$ cat config.mk
export PLATFORM = sky130hd
export DESIGN_NAME = led_blink_count_indicator
export DESIGN_NICKNAME = d
export VERILOG_FILES = /design/src/sv/lbci_pkg.sv /design/src/sv/led_blink_count_indicator.sv
export SDC_FILE = /design/constraint.sdc
export NUM_CORES = 1
export LEC_CHECK = 0
export BUFFER_PORTS_ARGS = -buffer_cell sky130_fd_sc_hd__buf_2
export CORE_AREA = 3 3 210 109
export CTS_BUF_LIST = sky130_fd_sc_hd__clkbuf_8 sky130_fd_sc_hd__clkbuf_16
export DETAILED_ROUTE_END_ITERATION = 8
export DIE_AREA = 0 0 213 112
export PLACE_DENSITY = 0.76
export SLEW_MARGIN = 15
export SYNTH_ARGS = -nofsm -noshare
export SYNTH_HDL_FRONTEND = slang
export SYNTH_SLANG_ARGS = --single-unit
export TNS_END_PERCENT = 20
$ cat constraint.sdc
create_clock -name clk -period 10.1 [get_ports clk]
set_clock_uncertainty 0.15 [all_clocks]
set_input_delay 2.02 -clock clk [delete_from_list [all_inputs] [get_ports clk]]
set_output_delay 2.02 -clock clk [all_outputs]
set_load 0.05 [all_outputs]
$ cat src/sv/lbci_pkg.sv
// Package for the LED blink count indicator.
// Holds colour codes, mix step encoding, hold times and beat field layout.
// No dependencies.
`default_nettype none

package lbci_pkg;

  localparam int unsigned TIME_BITS_DEF = 32;

  localparam int unsigned NOW_W    = 32;
  localparam int unsigned TOTAL_W  = 8;
  localparam int unsigned COLOUR_W = 3;
  localparam int unsigned MS_W     = 16;

  localparam int unsigned IN_FIELDS_W = NOW_W + TOTAL_W + COLOUR_W + 3 * MS_W;
  localparam int unsigned IN_DATA_W   = ((IN_FIELDS_W + 7) / 8) * 8;
  localparam int unsigned OUT_DATA_W  = 8;

  localparam int unsigned HOLD_W = 7;

  typedef enum logic [COLOUR_W-1:0] {
    COL_RED    = 3'd0,
    COL_GREEN  = 3'd1,
    COL_ORANGE = 3'd2,
    COL_RG50   = 3'd3,
    COL_RG100  = 3'd4
  } colour_t;

  typedef enum logic [1:0] {
    MIX_OFF   = 2'd0,
    MIX_GREEN = 2'd1,
    MIX_RED   = 2'd2,
    MIX_HOLD  = 2'd3
  } mix_phase_t;

  localparam logic [HOLD_W-1:0] HOLD_ORANGE_GREEN = 7'd2;
  localparam logic [HOLD_W-1:0] HOLD_ORANGE_RED   = 7'd1;
  localparam logic [HOLD_W-1:0] HOLD_SHORT        = 7'd50;
  localparam logic [HOLD_W-1:0] HOLD_LONG         = 7'd100;

endpackage

`default_nettype wire

$ cat src/sv/led_blink_count_indicator.sv
// LED blink count indicator, top level.
// One poll beat in, one LED level beat out; uses lbci_pkg.
//
//   channel | direction | tdata fields, lowest bit up
//   in_     | slave     | now_ms[31:0] blink_total[39:32] colour[42:40]
//           |           | dark_time[58:43] lit_time[74:59] group_pause[90:75]
//   out_    | master    | red_led[0] green_led[1] blink_active[2]
//
// One beat per cycle sustained while out_tready holds; input register, then
// state update and result register in the same cycle.
// The state update is a few TIME_BITS subtract/compare paths on the stored beat.
// rst_n clears the blink state and both valid flags; LEDs are off after reset.
// A stalled output holds the result register and a full input register; the input
// register takes a beat when empty or whenever the state update can advance.
`default_nettype none

module led_blink_count_indicator #(
  parameter int unsigned TIME_BITS = lbci_pkg::TIME_BITS_DEF
) (
  input  wire logic                             clk,
  input  wire logic                             rst_n,
  input  wire logic                             in_tvalid,
  output      logic                             in_tready,
  // now_ms, blink_total, colour, dark_time, lit_time, group_pause, zero fill
  input  wire logic [lbci_pkg::IN_DATA_W-1:0]   in_tdata,
  output      logic                             out_tvalid,
  input  wire logic                             out_tready,
  // red_led, green_led, blink_active, zero fill
  output      logic [lbci_pkg::OUT_DATA_W-1:0]  out_tdata
);

  import lbci_pkg::*;

  localparam int unsigned O_TOTAL  = NOW_W;
  localparam int unsigned O_COLOUR = O_TOTAL + TOTAL_W;
  localparam int unsigned O_DARK   = O_COLOUR + COLOUR_W;
  localparam int unsigned O_LIT    = O_DARK + MS_W;
  localparam int unsigned O_PAUSE  = O_LIT + MS_W;

  logic                 in_v_r;
  logic [NOW_W-1:0]     in_now_r;
  logic [TOTAL_W-1:0]   in_total_r;
  logic [COLOUR_W-1:0]  in_colour_r;
  logic [MS_W-1:0]      in_dark_r;
  logic [MS_W-1:0]      in_lit_r;
  logic [MS_W-1:0]      in_pause_r;

  logic [TIME_BITS-1:0] phase_start_r, phase_start_nxt;
  logic [TIME_BITS-1:0] mix_start_r, mix_start_nxt;
  logic                 lit_r, lit_nxt;
  logic [TOTAL_W-1:0]   blinks_done_r, blinks_done_nxt;
  mix_phase_t           mix_phase_r, mix_phase_nxt;
  logic                 red_r, red_nxt;
  logic                 green_r, green_nxt;
  logic                 out_v_r;

  logic                 step_en;
  logic [TIME_BITS-1:0] now_w;
  logic [TIME_BITS-1:0] since_phase;
  logic [TIME_BITS-1:0] since_mix;
  logic [HOLD_W-1:0]    green_hold;
  logic [HOLD_W-1:0]    red_hold;
  logic                 is_mix;
  logic                 start_blink;
  logic                 end_lit;
  logic                 restart;
  logic                 mix_green_done;
  logic                 mix_red_done;

  assign step_en   = in_v_r && (!out_v_r || out_tready);
  assign in_tready = !in_v_r || step_en;

  generate
    if (TIME_BITS <= NOW_W) begin : g_now_trunc
      assign now_w = in_now_r[TIME_BITS-1:0];
    end else begin : g_now_ext
      assign now_w = {{(TIME_BITS - NOW_W){1'b0}}, in_now_r};
    end
  endgenerate

  assign since_phase = now_w - phase_start_r;
  assign since_mix   = now_w - mix_start_r;

  always_comb begin
    case (in_colour_r)
      COL_ORANGE: begin
        green_hold = HOLD_ORANGE_GREEN;
        red_hold   = HOLD_ORANGE_RED;
      end
      COL_RG100: begin
        green_hold = HOLD_LONG;
        red_hold   = HOLD_LONG;
      end
      default: begin
        green_hold = HOLD_SHORT;
        red_hold   = HOLD_SHORT;
      end
    endcase
  end

  assign is_mix = (in_colour_r == COL_ORANGE) || (in_colour_r == COL_RG50) ||
                  (in_colour_r == COL_RG100);

  assign start_blink = !lit_r && (blinks_done_r < in_total_r) &&
                       ((in_dark_r == '0) || (since_phase > TIME_BITS'(in_dark_r)));
  assign end_lit     = lit_r && (since_phase > TIME_BITS'(in_lit_r));
  assign restart     = !lit_r && !start_blink &&
                       (since_phase > TIME_BITS'(in_pause_r)) &&
                       (blinks_done_r >= in_total_r);

  assign mix_green_done = since_mix >= TIME_BITS'(green_hold);
  assign mix_red_done   = since_mix >= TIME_BITS'(red_hold);

  // Mix step next state
  always_comb begin
    mix_phase_nxt = mix_phase_r;
    mix_start_nxt = mix_start_r;
    if (start_blink && is_mix) begin
      case (mix_phase_r)
        MIX_OFF: begin
          mix_phase_nxt = MIX_GREEN;
          mix_start_nxt = now_w;
        end
        MIX_GREEN: begin
          if (mix_green_done) begin
            mix_phase_nxt = MIX_RED;
            mix_start_nxt = now_w;
          end
        end
        MIX_RED: begin
          if (mix_red_done) begin
            mix_phase_nxt = MIX_OFF;
            mix_start_nxt = now_w;
          end
        end
        default: begin
          mix_phase_nxt = mix_phase_r;
        end
      endcase
    end
  end

  // LED levels and blink bookkeeping
  always_comb begin
    red_nxt         = red_r;
    green_nxt       = green_r;
    lit_nxt         = lit_r;
    phase_start_nxt = phase_start_r;
    blinks_done_nxt = blinks_done_r;
    if (start_blink) begin
      lit_nxt         = 1'b1;
      phase_start_nxt = now_w;
      blinks_done_nxt = blinks_done_r + TOTAL_W'(1);
      case (in_colour_r)
        COL_RED:   red_nxt = 1'b1;
        COL_GREEN: green_nxt = 1'b1;
        COL_ORANGE, COL_RG50, COL_RG100: begin
          case (mix_phase_r)
            MIX_OFF: green_nxt = 1'b1;
            MIX_GREEN: begin
              if (mix_green_done) begin
                green_nxt = 1'b0;
                red_nxt   = 1'b1;
              end
            end
            MIX_RED: begin
              if (mix_red_done) begin
                red_nxt = 1'b0;
              end
            end
            default: red_nxt = red_r;
          endcase
        end
        default: red_nxt = red_r;
      endcase
    end else if (end_lit) begin
      lit_nxt         = 1'b0;
      phase_start_nxt = now_w;
      if (in_lit_r != '0) begin
        red_nxt   = 1'b0;
        green_nxt = 1'b0;
      end
    end else if (restart) begin
      blinks_done_nxt = '0;
    end
  end

  always_ff @(posedge clk) begin
    if (!rst_n) begin
      in_v_r <= 1'b0;
    end else if (in_tready) begin
      in_v_r <= in_tvalid;
    end
  end

  always_ff @(posedge clk) begin
    if (in_tready && in_tvalid) begin
      in_now_r    <= in_tdata[NOW_W-1:0];
      in_total_r  <= in_tdata[O_TOTAL +: TOTAL_W];
      in_colour_r <= in_tdata[O_COLOUR +: COLOUR_W];
      in_dark_r   <= in_tdata[O_DARK +: MS_W];
      in_lit_r    <= in_tdata[O_LIT +: MS_W];
      in_pause_r  <= in_tdata[O_PAUSE +: MS_W];
    end
  end

  always_ff @(posedge clk) begin
    if (!rst_n) begin
      phase_start_r <= '0;
      mix_start_r   <= '0;
      lit_r         <= 1'b0;
      blinks_done_r <= '0;
      mix_phase_r   <= MIX_OFF;
      red_r         <= 1'b0;
      green_r       <= 1'b0;
      out_v_r       <= 1'b0;
    end else begin
      if (step_en) begin
        phase_start_r <= phase_start_nxt;
        mix_start_r   <= mix_start_nxt;
        lit_r         <= lit_nxt;
        blinks_done_r <= blinks_done_nxt;
        mix_phase_r   <= mix_phase_nxt;
        red_r         <= red_nxt;
        green_r       <= green_nxt;
        out_v_r       <= 1'b1;
      end else if (out_tready) begin
        out_v_r <= 1'b0;
      end
    end
  end

  assign out_tvalid = out_v_r;
  assign out_tdata  = {{(OUT_DATA_W - 3){1'b0}}, lit_r, green_r, red_r};

  a_blink_counts: assert property (@(posedge clk) disable iff (!rst_n)
    $rose(lit_r) |-> blinks_done_r == $past(blinks_done_r) + TOTAL_W'(1))
    else $error("blink start without count advance");

  a_lit_end_time: assert property (@(posedge clk) disable iff (!rst_n)
    $fell(lit_r) && $past(step_en) |->
      phase_start_r == $past(now_w))
    else $error("lit end did not restart phase timer");

  a_step_result: assert property (@(posedge clk) disable iff (!rst_n)
    step_en |=> out_v_r)
    else $error("state update without result beat");

  a_stall_hold: assert property (@(posedge clk) disable iff (!rst_n)
    in_v_r && !step_en |=> in_v_r && $stable(lit_r) && $stable(blinks_done_r))
    else $error("state moved during output stall");

endmodule

`default_nettype wire
==> reports/metrics.cfg <==
[clocking]
cts.sinks=170
cts_buffers=17
cts_tree=done
post_cts_resized=0
clkSlewWorstSetupHoldPaths_ns=0.07
holdBufCountCts=0
cts-root-buf=clkbuf_16
htree_levels=4
clock_latency_ns=0.45
cts_buffer_depth=2
post_cts_buffers=0

[die]
placementRows=38
die_h_um=112
die_w_um=213
core_area_sq_mm=0.0213
initial_core_util=0.565
io_pins=110
die_area_sq_mm=0.0239

[finish]
nets=1611
layout_commonest_cell=inv_1
area_delta_synth_final_pct=8.64
final.fill_count=1830
finalInstanceArea_sq_mm=0.0131
drive_gt1_frac=0.119
layout.cells.non_filler=1672
antenna_cells=0
layout_common_cells=138 x inv_1, 131 x nor2_1, 130 x ha_1, 99 x buf_2, 91 x edfxtp_1

[grt]
grt_max_degree=75
antenna_found_initial=0
gr-total-overflow=0
track_usage=0.272
grt_pass1_wl_mm=50.5
grt_pass1_vias=9286

[place]
dp.cells=1640
dp_hpwl_mm=25.3
io_buffers=99
post_dp_cell_area_sq_mm=0.0126
gp_congestion=0.993

[setup_path]
end_kind=register
path_common_cell=a21o_1
critPathLaunchType=register
crit_chain=inv_1 -> ha_1 -> fa_1 -> nand2b_1 -> a21oi_2 -> o21ai_2 -> o21ai_0 -> xor2_1 -> ha_1 -> a21o_1 -> a21o_1 -> a21o_1 -> a21o_1 -> a211o_1 -> o221ai_1 -> and2_2 -> a21oi_2 -> o211ai_4 -> buf_4 -> mux2i_1 -> nor2_1
cp.arrival_ns=6.17
worst_path_max_delay_cell=buf_4
crit_fanout=35
path_class=register to register
required_ns=10.26
slowest_delay_ns=0.53
crit_buf_inv=2
crit_family=compound AO/OA/AOI/OAI gates

[timing]
clock.fmax_ghz=0.166
finalSetupTns_ns=0
drv_slew=0
fin_crit_ns=6.01
rsz0062_at_grt=false
finalCritPeriodShare=0.595
slew_headroom=0.380
setup_viol=0
worst_pin_slew_ns=0.931
hold_viol=0

[pwr]
sw_frac_of_total=0.329
power_switching_uw=624
seqPwrFrac=0.419
ir_worst_vdd_mv=0.113
p_leak_nw=5.56
power.density_mw_per_mm2=145
internal_power_mw=1.27
comb_power_share=0.269
clkPwrFrac=0.312

[synthesis]
postSynthAreaPerCell_sq_um=9.20
ys_types=95
synth_edf_count=91
syn-instance-count=1311
yosysTopAreaCell=edfxtp_1
yosysSeqAreaShare=0.358
ys_warn_count=0
ys_ff_latch=170
ys_top_cells_by_area=edfxtp_1 23%, ha_1 13%, dfxtp_1 13%
synth_area_sq_mm=0.0121
synth_ff_type=edfxtp_1
synthArstFlopShare=0
synth.top_cell.area_share=0.226

[routing]
antenna_left=0
drt-initial-drc-count=1017
drt-vias-per-instance=6.00
vias=10035
wire_per_inst_um=19.1
drc=0
first_pass_iters=5
wl_mm=31.9

[status]
run_status=complete, no violations

[job]
max_cap_violations=0

[hold_path]
min_path_type=register to register

## metrics by stage
step	utilization	hold WS [ns]	power [mW]	setup WS [ns]
finish	0.614	0.345	1.90	4.09
global route	0.614	0.378	1.99	3.92
CTS	0.614	0.347	1.89	4.27
detailed placement	0.590	0.330	1.30	4.32
global placement	0.590	0.322	1.29	4.40
floorplan	-	0.310	1.17	4.85
## cell usage after synthesis (all sizes together) (8+ instances only)
| master | n |
|---|---|
| a211oi | 9 |
| a21o | 41 |
| a21oi | 91 |
| a31oi | 12 |
| and2 | 8 |
| buf | 29 |
| clkbuf | 29 |
| dfxtp | 79 |
| edfxtp | 91 |
| ha | 130 |
| inv | 135 |
| mux2i | 74 |
| nand2 | 87 |
| nand2b | 19 |
| nand3 | 13 |
| nand4 | 49 |
| nor2 | 131 |
| nor2b | 9 |
| nor3 | 15 |
| nor4 | 16 |
| o211ai | 16 |
| o21a | 17 |
| o21ai | 52 |
| or3 | 8 |
| xnor2 | 23 |
| xor2 | 18 |
## per-layer routing
metal	GRT usage	vias to the layer above	part of all wire
met3	0.0915	19	0.11
met5	0.0142	-	0.0013
met4	0.0491	2	0.0071
met1	0.441	4762	0.51
met2	0.344	384	0.37
li1	-	4868	-
## final timing paths
path,startpoint,end,slack [ns],cells after the start
setup / recovery,in_now_r[0]$_DFFE_PP_,phase_start_r[18]$_SDFFE_PN0P_,4.09,21
hold / removal,mix_start_r[25]$_SDFFE_PN0P_,mix_start_r[25]$_SDFFE_PN0P_,0.34,2
setup reg to reg,in_now_r[0]$_DFFE_PP_,phase_start_r[18]$_SDFFE_PN0P_,4.09,21
hold reg to reg,mix_start_r[25]$_SDFFE_PN0P_,mix_start_r[25]$_SDFFE_PN0P_,0.34,2
## cell families after synthesis
| logic type | share of synthesized area |
|---|---|
| fa+ha+maj | 0.138 |
| simple gates | 0.160 |
| xor+xnor | 0.0298 |
| mux | 0.0661 |
| other cells | 0.000311 |
| compound gates | 0.175 |
| flops | 0.358 |
| buf+inv | 0.0735 |
## cell type report
class | count | area [sq um] | area share
clock buffers | 17 | 425 | 0.0325
flip-flops and latches | 170 | 4310 | 0.329
repair buffers | 104 | 533 | 0.0407
multi-input cells | 951 | 6890 | 0.526
clock inverters | 15 | 87.6 | 0.00668
well taps | 280 | 350 | 0.0267
inverters | 135 | 507 | 0.0387
## power groups by stage
stage	clock (mW)	combinational [mW]	sequential [mW]
finish	0.592	0.511	0.795
global route	0.627	0.562	0.799
CTS	0.601	0.497	0.795
detailed placement	0	0.493	0.809
global placement	0	0.482	0.808
floorplan	0	0.371	0.798
## worst register-to-register path, stage by stage (launching register included)
cell      delay [ns]
edfxtp_1        0.39
inv_1           0.09
ha_1            0.22
fa_1            0.39
nand2b_1        0.20
a21oi_2         0.27
o21ai_2         0.19
o21ai_0         0.31
xor2_1          0.43
ha_1            0.34
a21o_1          0.18
a21o_1          0.18
a21o_1          0.17
a21o_1          0.17
a211o_1         0.29
o221ai_1        0.47
and2_2          0.27
a21oi_2         0.09
o211ai_4        0.18
buf_4           0.53
mux2i_1         0.30
nor2_1          0.06
## registers in the layout, summed over array words and instances, names as in the netlist
| register | count |
|---|---|
| in_lit_r | 16 |
| blinks_done_r | 8 |
| red_r | 1 |
| mix_start_r | 32 |
| in_now_r | 32 |
| in_dark_r | 16 |
| mix_phase_r | 2 |
| in_total_r | 8 |
| lit_r | 1 |
| in_v_r | 1 |
| green_r | 1 |
| out_tvalid | 1 |
| in_colour_r | 3 |
| phase_start_r | 32 |
| in_pause_r | 16 |
Power figures use the tool's default switching activity.
